<file path="config.mk">
export PLATFORM = sky130hd
export DESIGN_NAME = elgamal_decrypt_core
export DESIGN_NICKNAME = d
export VERILOG_FILES = /design/src/design/eld_pkg.sv /design/src/design/eld_dp.sv /design/src/design/eld_ctrl.sv /design/src/design/elgamal_decrypt_core.sv
export SDC_FILE = /design/constraint.sdc
export NUM_CORES = 1
export LEC_CHECK = 0
export CAP_MARGIN = 20
export CORE_UTILIZATION = 50
export CTS_CLUSTER_SIZE = 40
export DETAILED_ROUTE_END_ITERATION = 16
export DONT_BUFFER_PORTS = 1
export MAX_ROUTING_LAYER = met4
export PLACE_DENSITY_LB_ADDON = 0.2
export SLEW_MARGIN = 20
export SYNTH_ARGS = -nofsm -noshare
export SYNTH_HDL_FRONTEND = slang
export SYNTH_HIERARCHICAL = 1
export SYNTH_SLANG_ARGS = --single-unit
</file>
<file path="constraint.sdc">
create_clock -name clk -period 7.7 [get_ports clk]
set_input_delay 0.77 -clock clk [delete_from_list [all_inputs] [get_ports clk]]
set_output_delay 0.77 -clock clk [all_outputs]
set_load 0.05 [all_outputs]
</file>
<file path="src/design/eld_pkg.sv">
// Shared types and codes for the ElGamal decryption core.
package eld_pkg;

	// Configuration register indexes.
	localparam int CFG_INDEX_BITS = 1;
	localparam logic [CFG_INDEX_BITS-1:0] REG_MODULUS     = 1'b0;
	localparam logic [CFG_INDEX_BITS-1:0] REG_PRIVATE_KEY = 1'b1;

	// Datapath operations.
	typedef enum logic [3:0] {
		OP_NONE,
		OP_LOAD,
		OP_DIV_C1,
		OP_DIV_C2,
		OP_POW_INIT,
		OP_MUL_SQ,
		OP_MUL_BASE,
		OP_EU_INIT,
		OP_EU_DIV,
		OP_EU_MUL,
		OP_EU_UPD,
		OP_PT_MUL,
		OP_PUB,
		OP_PUB_SMALL
	} dp_op_t;

	// Controller states.
	typedef enum logic [3:0] {
		ST_IDLE,
		ST_RED1,
		ST_RED2,
		ST_PINIT,
		ST_SQ,
		ST_MB,
		ST_EINIT,
		ST_ECHK,
		ST_EDIV,
		ST_EMUL,
		ST_EUPD,
		ST_PTMUL,
		ST_PUB,
		ST_PUBS
	} ctrl_state_t;

	typedef struct packed {
		dp_op_t op;
		logic   exp_shift;
	} dp_cmd_t;

	typedef struct packed {
		logic done;
		logic m_small;
		logic c1_zero;
		logic exp_msb;
		logic r1_zero;
		logic r0_one;
	} dp_status_t;

endpackage

</file>
<file path="src/design/eld_dp.sv">
// Datapath: configuration, operand registers and a shared bit-serial divide/multiply unit.
module eld_dp import eld_pkg::*; #(
	parameter int W = 32
) (
	input  logic                      clk,
	input  logic                      arst_n,
	input  logic                      cfg_we,
	input  logic [CFG_INDEX_BITS-1:0] cfg_index,
	input  logic [W-1:0]              cfg_data,
	input  logic [W-1:0]              cipher_first,
	input  logic [W-1:0]              cipher_second,
	input  dp_cmd_t                   cmd,
	output dp_status_t                status,
	output logic [W-1:0]              plaintext,
	output logic [W-1:0]              shared_key,
	output logic                      no_inverse
);

	localparam int CW = $clog2(W);
	localparam logic [CW-1:0] LAST = CW'(W - 1);

	logic [W-1:0] mod_q, pkey_q;
	logic [W-1:0] c1_q, c2_q, key_q, exp_q;
	logic [W-1:0] r0_q, r1_q, t0_q, t1_q, quo_q, nr_q, prod_q, pt_q;
	logic [W-1:0] work_q, acc_q;
	logic [W-1:0] plaintext_q, shared_key_q;
	logic         no_inverse_q;
	logic         run_q;
	logic [CW-1:0] cnt_q;

	logic         is_multi, is_div, done;
	logic [W-1:0] op_a, op_d, load_work, quo_fix, nt;
	logic [W:0]   dv_t, dbl, sum;
	logic         dv_ge;
	logic [W-1:0] div_rem, div_quo, dbl_r, addend, mul_acc, mul_work;
	logic [W-1:0] acc_next, work_next;

	// Operation decode and operand selection.
	assign is_div = (cmd.op == OP_DIV_C1) || (cmd.op == OP_DIV_C2) || (cmd.op == OP_EU_DIV);
	assign is_multi = is_div || (cmd.op == OP_MUL_SQ) || (cmd.op == OP_MUL_BASE)
		|| (cmd.op == OP_EU_MUL) || (cmd.op == OP_PT_MUL);
	assign done = run_q && (cnt_q == LAST);
	assign quo_fix = (quo_q == mod_q) ? '0 : quo_q;
	// Coefficient update t0 - q*t1 kept in the range 0 to modulus minus one.
	assign nt = (t0_q >= prod_q) ? (t0_q - prod_q) : (t0_q + (mod_q - prod_q));

	always_comb begin
		op_a = key_q;
		op_d = mod_q;
		load_work = key_q;
		case (cmd.op)
			OP_DIV_C1: load_work = c1_q;
			OP_DIV_C2: load_work = c2_q;
			OP_MUL_BASE: load_work = c1_q;
			OP_EU_DIV: begin
				load_work = r0_q;
				op_d = r1_q;
			end
			OP_EU_MUL: begin
				load_work = quo_fix;
				op_a = t1_q;
			end
			OP_PT_MUL: begin
				load_work = t0_q;
				op_a = c2_q;
			end
			default: ;
		endcase
	end

	// One restoring-division step: shift in a dividend bit, subtract if it fits.
	assign dv_t = {acc_q, work_q[W-1]};
	assign dv_ge = dv_t >= {1'b0, op_d};
	assign div_rem = dv_ge ? W'(dv_t - {1'b0, op_d}) : dv_t[W-1:0];
	assign div_quo = {work_q[W-2:0], dv_ge};

	// One double-and-add step modulo the modulus.
	assign dbl = {acc_q, 1'b0};
	assign dbl_r = (dbl >= {1'b0, mod_q}) ? W'(dbl - {1'b0, mod_q}) : dbl[W-1:0];
	assign addend = work_q[W-1] ? op_a : '0;
	assign sum = {1'b0, dbl_r} + {1'b0, addend};
	assign mul_acc = (sum >= {1'b0, mod_q}) ? W'(sum - {1'b0, mod_q}) : sum[W-1:0];
	assign mul_work = {work_q[W-2:0], 1'b0};

	assign acc_next = is_div ? div_rem : mul_acc;
	assign work_next = is_div ? div_quo : mul_work;

	// Configuration registers.
	always_ff @(posedge clk or negedge arst_n) begin
		if (!arst_n) begin
			mod_q <= W'(2);
			pkey_q <= '0;
		end else if (cfg_we) begin
			case (cfg_index)
				REG_MODULUS: mod_q <= cfg_data;
				REG_PRIVATE_KEY: pkey_q <= cfg_data;
				default: ;
			endcase
		end
	end

	// Bit counter of the serial unit.
	always_ff @(posedge clk or negedge arst_n) begin
		if (!arst_n) begin
			run_q <= 1'b0;
			cnt_q <= '0;
		end else if (is_multi) begin
			if (!run_q) begin
				run_q <= 1'b1;
				cnt_q <= '0;
			end else if (done) begin
				run_q <= 1'b0;
			end else begin
				cnt_q <= cnt_q + 1'b1;
			end
		end
	end

	// Operand and result registers.
	always_ff @(posedge clk) begin
		case (cmd.op)
			OP_LOAD: begin
				c1_q <= cipher_first;
				c2_q <= cipher_second;
			end
			OP_POW_INIT: begin
				key_q <= (c1_q == '0) ? '0 : W'(1);
				exp_q <= pkey_q;
			end
			OP_EU_INIT: begin
				r0_q <= mod_q;
				r1_q <= key_q;
				t0_q <= '0;
				t1_q <= W'(1);
			end
			OP_EU_UPD: begin
				r0_q <= r1_q;
				r1_q <= nr_q;
				t0_q <= t1_q;
				t1_q <= nt;
			end
			OP_PUB: begin
				plaintext_q <= status.r0_one ? pt_q : '0;
				shared_key_q <= key_q;
				no_inverse_q <= !status.r0_one;
			end
			OP_PUB_SMALL: begin
				plaintext_q <= '0;
				shared_key_q <= '0;
				no_inverse_q <= 1'b1;
			end
			default: begin
				if (is_multi) begin
					if (!run_q) begin
						work_q <= load_work;
						acc_q <= '0;
					end else begin
						work_q <= work_next;
						acc_q <= acc_next;
					end
					if (done) begin
						case (cmd.op)
							OP_DIV_C1: c1_q <= acc_next;
							OP_DIV_C2: c2_q <= acc_next;
							OP_MUL_SQ, OP_MUL_BASE: key_q <= acc_next;
							OP_EU_DIV: begin
								quo_q <= work_next;
								nr_q <= acc_next;
							end
							OP_EU_MUL: prod_q <= acc_next;
							OP_PT_MUL: pt_q <= acc_next;
							default: ;
						endcase
					end
				end
			end
		endcase
		if (cmd.exp_shift) begin
			exp_q <= {exp_q[W-2:0], 1'b0};
		end
	end

	// Status to the controller.
	assign status.done = done;
	assign status.m_small = (mod_q[W-1:1] == '0);
	assign status.c1_zero = (c1_q == '0);
	assign status.exp_msb = exp_q[W-1];
	assign status.r1_zero = (r1_q == '0);
	assign status.r0_one = (r0_q == W'(1));

	assign plaintext = plaintext_q;
	assign shared_key = shared_key_q;
	assign no_inverse = no_inverse_q;

endmodule

</file>
<file path="src/design/eld_ctrl.sv">
// Controller: sequences reduction, exponentiation, Euclid inverse and the result handoff.
module eld_ctrl import eld_pkg::*; #(
	parameter int W = 32
) (
	input  logic       clk,
	input  logic       arst_n,
	input  logic       in_valid,
	output logic       in_ready,
	output logic       out_valid,
	input  logic       out_ready,
	input  dp_status_t status,
	output dp_cmd_t    cmd
);

	localparam int CW = $clog2(W);
	localparam logic [CW-1:0] LAST = CW'(W - 1);

	ctrl_state_t state_q, state_next;
	logic [CW-1:0] bit_q;
	logic          out_valid_q;
	logic          slot_free, last_bit, publish;

	assign slot_free = !out_valid_q || out_ready;
	assign last_bit = (bit_q == LAST);
	assign publish = (cmd.op == OP_PUB) || (cmd.op == OP_PUB_SMALL);

	// Next state.
	always_comb begin
		state_next = state_q;
		case (state_q)
			ST_IDLE: if (in_valid) state_next = status.m_small ? ST_PUBS : ST_RED1;
			ST_RED1: if (status.done) state_next = ST_RED2;
			ST_RED2: if (status.done) state_next = ST_PINIT;
			ST_PINIT: state_next = status.c1_zero ? ST_EINIT : ST_SQ;
			ST_SQ: begin
				if (status.done) begin
					if (status.exp_msb) state_next = ST_MB;
					else state_next = last_bit ? ST_EINIT : ST_SQ;
				end
			end
			ST_MB: if (status.done) state_next = last_bit ? ST_EINIT : ST_SQ;
			ST_EINIT: state_next = ST_ECHK;
			ST_ECHK: begin
				if (!status.r1_zero) state_next = ST_EDIV;
				else state_next = status.r0_one ? ST_PTMUL : ST_PUB;
			end
			ST_EDIV: if (status.done) state_next = ST_EMUL;
			ST_EMUL: if (status.done) state_next = ST_EUPD;
			ST_EUPD: state_next = ST_ECHK;
			ST_PTMUL: if (status.done) state_next = ST_PUB;
			ST_PUB, ST_PUBS: if (slot_free) state_next = ST_IDLE;
			default: state_next = ST_IDLE;
		endcase
	end

	// Commands to the datapath.
	always_comb begin
		cmd.op = OP_NONE;
		cmd.exp_shift = 1'b0;
		in_ready = 1'b0;
		case (state_q)
			ST_IDLE: begin
				in_ready = 1'b1;
				if (in_valid) cmd.op = OP_LOAD;
			end
			ST_RED1: cmd.op = OP_DIV_C1;
			ST_RED2: cmd.op = OP_DIV_C2;
			ST_PINIT: cmd.op = OP_POW_INIT;
			ST_SQ: begin
				cmd.op = OP_MUL_SQ;
				cmd.exp_shift = status.done && !status.exp_msb;
			end
			ST_MB: begin
				cmd.op = OP_MUL_BASE;
				cmd.exp_shift = status.done;
			end
			ST_EINIT: cmd.op = OP_EU_INIT;
			ST_EDIV: cmd.op = OP_EU_DIV;
			ST_EMUL: cmd.op = OP_EU_MUL;
			ST_EUPD: cmd.op = OP_EU_UPD;
			ST_PTMUL: cmd.op = OP_PT_MUL;
			ST_PUB: if (slot_free) cmd.op = OP_PUB;
			ST_PUBS: if (slot_free) cmd.op = OP_PUB_SMALL;
			default: ;
		endcase
	end

	// State, exponent bit count and result valid.
	always_ff @(posedge clk or negedge arst_n) begin
		if (!arst_n) begin
			state_q <= ST_IDLE;
			bit_q <= '0;
			out_valid_q <= 1'b0;
		end else begin
			state_q <= state_next;
			if (cmd.op == OP_POW_INIT) bit_q <= '0;
			else if (cmd.exp_shift) bit_q <= bit_q + 1'b1;
			if (publish) out_valid_q <= 1'b1;
			else if (out_ready) out_valid_q <= 1'b0;
		end
	end

	assign out_valid = out_valid_q;

endmodule

</file>
<file path="src/design/elgamal_decrypt_core.sv">
// Top level of the ElGamal decryption core.
//
//  Channel  Signals                                   Direction
//  in       in_valid/in_ready, cipher_first/second    item in
//  out      out_valid/out_ready, plaintext,            item out
//           shared_key, no_inverse
//  cfg      cfg_we, cfg_index, cfg_data               register write
//
// Every serial divide or multiply runs in the shared unit.
// An item goes through reduction, the power (for a nonzero base) and the Euclid rounds.
// One item is in flight; a new item is taken while the previous result waits.
// Reset clears control and sets modulus to 2, private key to 0.
module elgamal_decrypt_core import eld_pkg::*; #(
	parameter int WORD_BITS = 32
) (
	input  logic                      clk,
	input  logic                      arst_n,
	input  logic                      cfg_we,
	input  logic [CFG_INDEX_BITS-1:0] cfg_index,
	input  logic [WORD_BITS-1:0]      cfg_data,
	input  logic                      in_valid,
	output logic                      in_ready,
	input  logic [WORD_BITS-1:0]      cipher_first,
	input  logic [WORD_BITS-1:0]      cipher_second,
	output logic                      out_valid,
	input  logic                      out_ready,
	output logic [WORD_BITS-1:0]      plaintext,
	output logic [WORD_BITS-1:0]      shared_key,
	output logic                      no_inverse
);

	dp_cmd_t    cmd;
	dp_status_t status;

	eld_ctrl #(.W(WORD_BITS)) u_ctrl (
		.clk(clk),
		.arst_n(arst_n),
		.in_valid(in_valid),
		.in_ready(in_ready),
		.out_valid(out_valid),
		.out_ready(out_ready),
		.status(status),
		.cmd(cmd)
	);

	eld_dp #(.W(WORD_BITS)) u_dp (
		.clk(clk),
		.arst_n(arst_n),
		.cfg_we(cfg_we),
		.cfg_index(cfg_index),
		.cfg_data(cfg_data),
		.cipher_first(cipher_first),
		.cipher_second(cipher_second),
		.cmd(cmd),
		.status(status),
		.plaintext(plaintext),
		.shared_key(shared_key),
		.no_inverse(no_inverse)
	);

endmodule

</file>
==> impl_metrics.csv <==
group,metric,value,unit
global_route,grt_max_degree,97,
setup_path,critPathTopFamily,"compound AO/OA/AOI/OAI gates",
clock_network,clk_path_buf_depth,3,
logic_synthesis,syn_area_per_cell,9.71,µm²
sta,skew,0.0299,ns
logic_synthesis,syn_nets,4259,
die,dieWidth,278,µm
setup_path,cp_slowest_cell,"dfrtp_1",
clock_network,cts_buffers,59,
setup_path,crit_buf_inv,10,
logic_synthesis,synthMuxAreaShare,0.0175,
setup_path,end_kind,"register",
logic_synthesis,syn_inst,3926,
logic_synthesis,yosysSeqAreaShare,0.456,
sta,max_slew_margin,0.179,
placement,gp_congestion,1.01,
drt,antenna_left,0,
job,drv_cap,0,
logic_synthesis,synth-edff-count,512,
final_layout,area_delta_synth_final,14.2,%
sta,finalCritPeriodShare,0.983,
die,die_h,278,µm
setup_path,crit_type,"register to register",
logic_synthesis,synth_top_family_by_area,"compound AO/OA/AOI/OAI gates",
sta,fmaxAchievable,132,MHz
final_layout,fin_area,43500,µm²
sta,post-route-min-period,7.57,ns
drt,first_iter_violations,4643,
logic_synthesis,synth_compound_area_frac,0.190,
clock_network,cts_root_buffer,"clkbuf_16",
setup_path,slowest_delay,0.46,ns
placement,place_hpwl,107000,µm
setup_path,critPathRequiredTime,8.09,ns
logic_synthesis,synth-simple-area-share,0.169,
placement,pre_cts_slack,-0.108,ns
worst_hold_path,min_path_type,"input port to asynchronous set/reset pin",
global_route,antenna_found_initial,14,
setup_path,crit_top_cell,"buf_4",
clock_network,insertion_delay,0.64,ns
sta,hold_violations,0,
drt,wl_per_cell,27.4,µm
logic_synthesis,ys_ff_latch,593,
placement,numPortBuffers,0,
die,core.rowCount,100,
global_route,grt_first_pass_wirelength,199000,µm
global_route,overflow,0,
clock_network,htree_levels,2,
sta,slew_violations,0,
sta,setup_slack,0.127,ns
final_layout,regArea,17400,µm²
drt,vias,33000,
drt,dr.pass1.iters,6,
die,coreArea,74900,µm²
setup_path,startpoint_type,"register",
logic_synthesis,synth_top_flop_cell,"edfxtp_1",
final_layout,drive_above_1_share,0.143,
sta,hold-worst-slack,0.0770,ns
logic_synthesis,synth-warning-count,6,
sta,setup_viol,0,
drt,drc,0,
logic_synthesis,synthXorXnorAreaFrac,0.0418,
setup_path,arrival,7.96,ns
global_route,grt_pass1_vias,29700,
die,die_area,77400,µm²
clock_network,cts.sinks,593,
final_layout,fill_cells,6367,
placement,place_area,40500,µm²
logic_synthesis,syn-cell-area,38100,µm²
final_layout,fin_util,0.581,
global_route,track_usage,0.360,
setup_path,path_max_fanout,9,
die,start_util,0.509,
logic_synthesis,synthAdderAreaFrac,0.0829,
clock_network,clk_pin_slew,0.06,ns
die,io_pins,169,
final_layout,finalNetCount,4383,
sta,worst_slew_pin_slew,1.23,ns
drt,via_per_inst,6.50,
logic_synthesis,ys_types,106,
final_layout,multi_input_area,19900,µm²
logic_synthesis,ys_async_sr_fraction,0.135,
clock_network,cts_tree,"done",
outcome,status,"complete, no violations",
drt,wl,139000,µm
==> final cells by class <==
cell class | instances | area share
clock buffer | 78 | 0.0376
sequential | 593 | 0.400
tap | 969 | 0.0278
timing repair buffer | 258 | 0.0476
clock inverter | 32 | 0.0108
inverter | 219 | 0.0189
antenna | 14 | 0.000805
multi-input combinational | 2919 | 0.457
==> Yosys cell counts, types with 28 or more instances <==
master | n | area (µm²)
o21bai_1 | 32 | 240
nand2b_1 | 28 | 175
a21oi_1 | 236 | 1180
dfrtp_1 | 79 | 1980
a211oi_1 | 49 | 368
and2_1 | 47 | 294
nor2b_1 | 33 | 206
mux2_2 | 37 | 417
nor4_1 | 43 | 269
o21ai_1 | 40 | 200
nor3_1 | 96 | 480
xnor2_1 | 120 | 1050
xor2_1 | 62 | 543
a22oi_1 | 67 | 503
nand3_1 | 53 | 265
and3_1 | 85 | 532
o21a_1 | 28 | 210
nand4_1 | 71 | 444
nor3b_1 | 35 | 263
nor2_1 | 258 | 968
ha_1 | 195 | 2440
a221oi_1 | 35 | 307
edfxtp_1 | 512 | 15400
clkbuf_1 | 146 | 548
nand2_1 | 524 | 1970
a21o_1 | 91 | 683
o21ai_0 | 288 | 1440
inv_1 | 218 | 818
fa_1 | 36 | 721
==> flip-flops by register name, summed over array words and instances, names as in the netlist, 32 cells and up <==
name	cells
u_dp/acc_q	32
u_dp/c1_q	32
u_dp/c2_q	32
u_dp/exp_q	32
u_dp/key_q	32
u_dp/mod_q	32
u_dp/nr_q	32
u_dp/pkey_q	32
u_dp/plaintext	32
u_dp/prod_q	32
u_dp/pt_q	32
u_dp/quo_q	32
u_dp/r0_q	32
u_dp/r1_q	32
u_dp/shared_key	32
u_dp/t0_q	32
u_dp/t1_q	32
u_dp/work_q	32
==> metrics by stage <==
| step | TNS, ns | cells |
|---|---|---|
| 2_1_floorplan | 0 | 3926 |
| 3_3_place_gp | -0.365 | 4928 |
| 3_5_place_dp | -1.29 | 4928 |
| 4_1_cts | 0 | 5039 |
| 5_1_grt | -0.563 | 5078 |
| 6_report | 0 | 5082 |
==> what timing repair did <==
action,CTS,global route
buffers inserted,0,27
gates cloned,0,2
endpoints found under the setup margin,45,224
gates resized for setup,10,126
hold buffers,1,0
endpoints found under the hold margin,80,0
pin swaps,0,36
==> cell families after synthesis <==
kind of cell,Yosys count
AO/OA/AOI/OAI,1098
multiplexers,61
AND/OR/NAND/NOR,1347
buffers and inverters,414
XOR/XNOR,182
flip-flops,593
adder cells (fa/ha/maj),231
==> worst paths after layout <==
path | slack, ns | start | end | cells past startpoint
min in group clk | 0.29 | cfg_data[12] | u_dp/pkey_q[12] | 1
setup reg to reg | 0.13 | u_dp/mod_q[7] | u_dp/pt_q[28] | 36
setup / recovery | 0.13 | u_dp/mod_q[7] | u_dp/pt_q[28] | 36
hold reg to reg | 0.45 | u_dp/work_q[2] | u_dp/quo_q[3] | 0
hold / removal | 0.08 | arst_n | u_dp/pkey_q[24] | 1
max in group asynchronous | 7.23 | arst_n | u_dp/mod_q[1] | 1
==> routing by layer <==
metal	GRT usage	up-vias	wire length [µm]	part of all wire
met5	-	-	0	0
met2	0.502	2206	57800	0.41
met1	0.510	15800	56400	0.40
met3	0.0974	266	20500	0.15
met4	0.107	0	4580	0.033
li1	-	14700	-	-
==> cells in the final DEF, fill, tap and decap left out, drive strengths merged, types with 15 or more instances in the layout <==
master / synthesis / layout
o2111ai: 20 / 20
and3: 85 / 85
fa: 36 / 36
and2: 47 / 47
mux2: 41 / 41
or2: 27 / 27
nor3b: 35 / 35
clkbuf: 147 / 79
o211a: 18 / 18
o21ai: 330 / 330
nor2b: 33 / 33
nor4: 43 / 43
nor2: 262 / 262
a22oi: 67 / 67
xnor2: 120 / 120
a221oi: 36 / 36
a2111oi: 15 / 15
nand3: 53 / 53
mux2i: 20 / 20
xor2: 62 / 62
o31ai: 24 / 24
a211oi: 58 / 58
a21oi: 240 / 240
buf: 48 / 257
nor3: 97 / 97
a21o: 91 / 91
nand4: 71 / 71
o21bai: 32 / 32
o21a: 28 / 28
inv: 218 / 225
a31oi: 25 / 25
dfrtp: 79 / 79
nand2: 524 / 524
nand2b: 29 / 29
edfxtp: 512 / 512
ha: 195 / 195
Power is not shown: default switching activity piles up to over one toggle a cycle in this logic, so the estimate is an artifact.
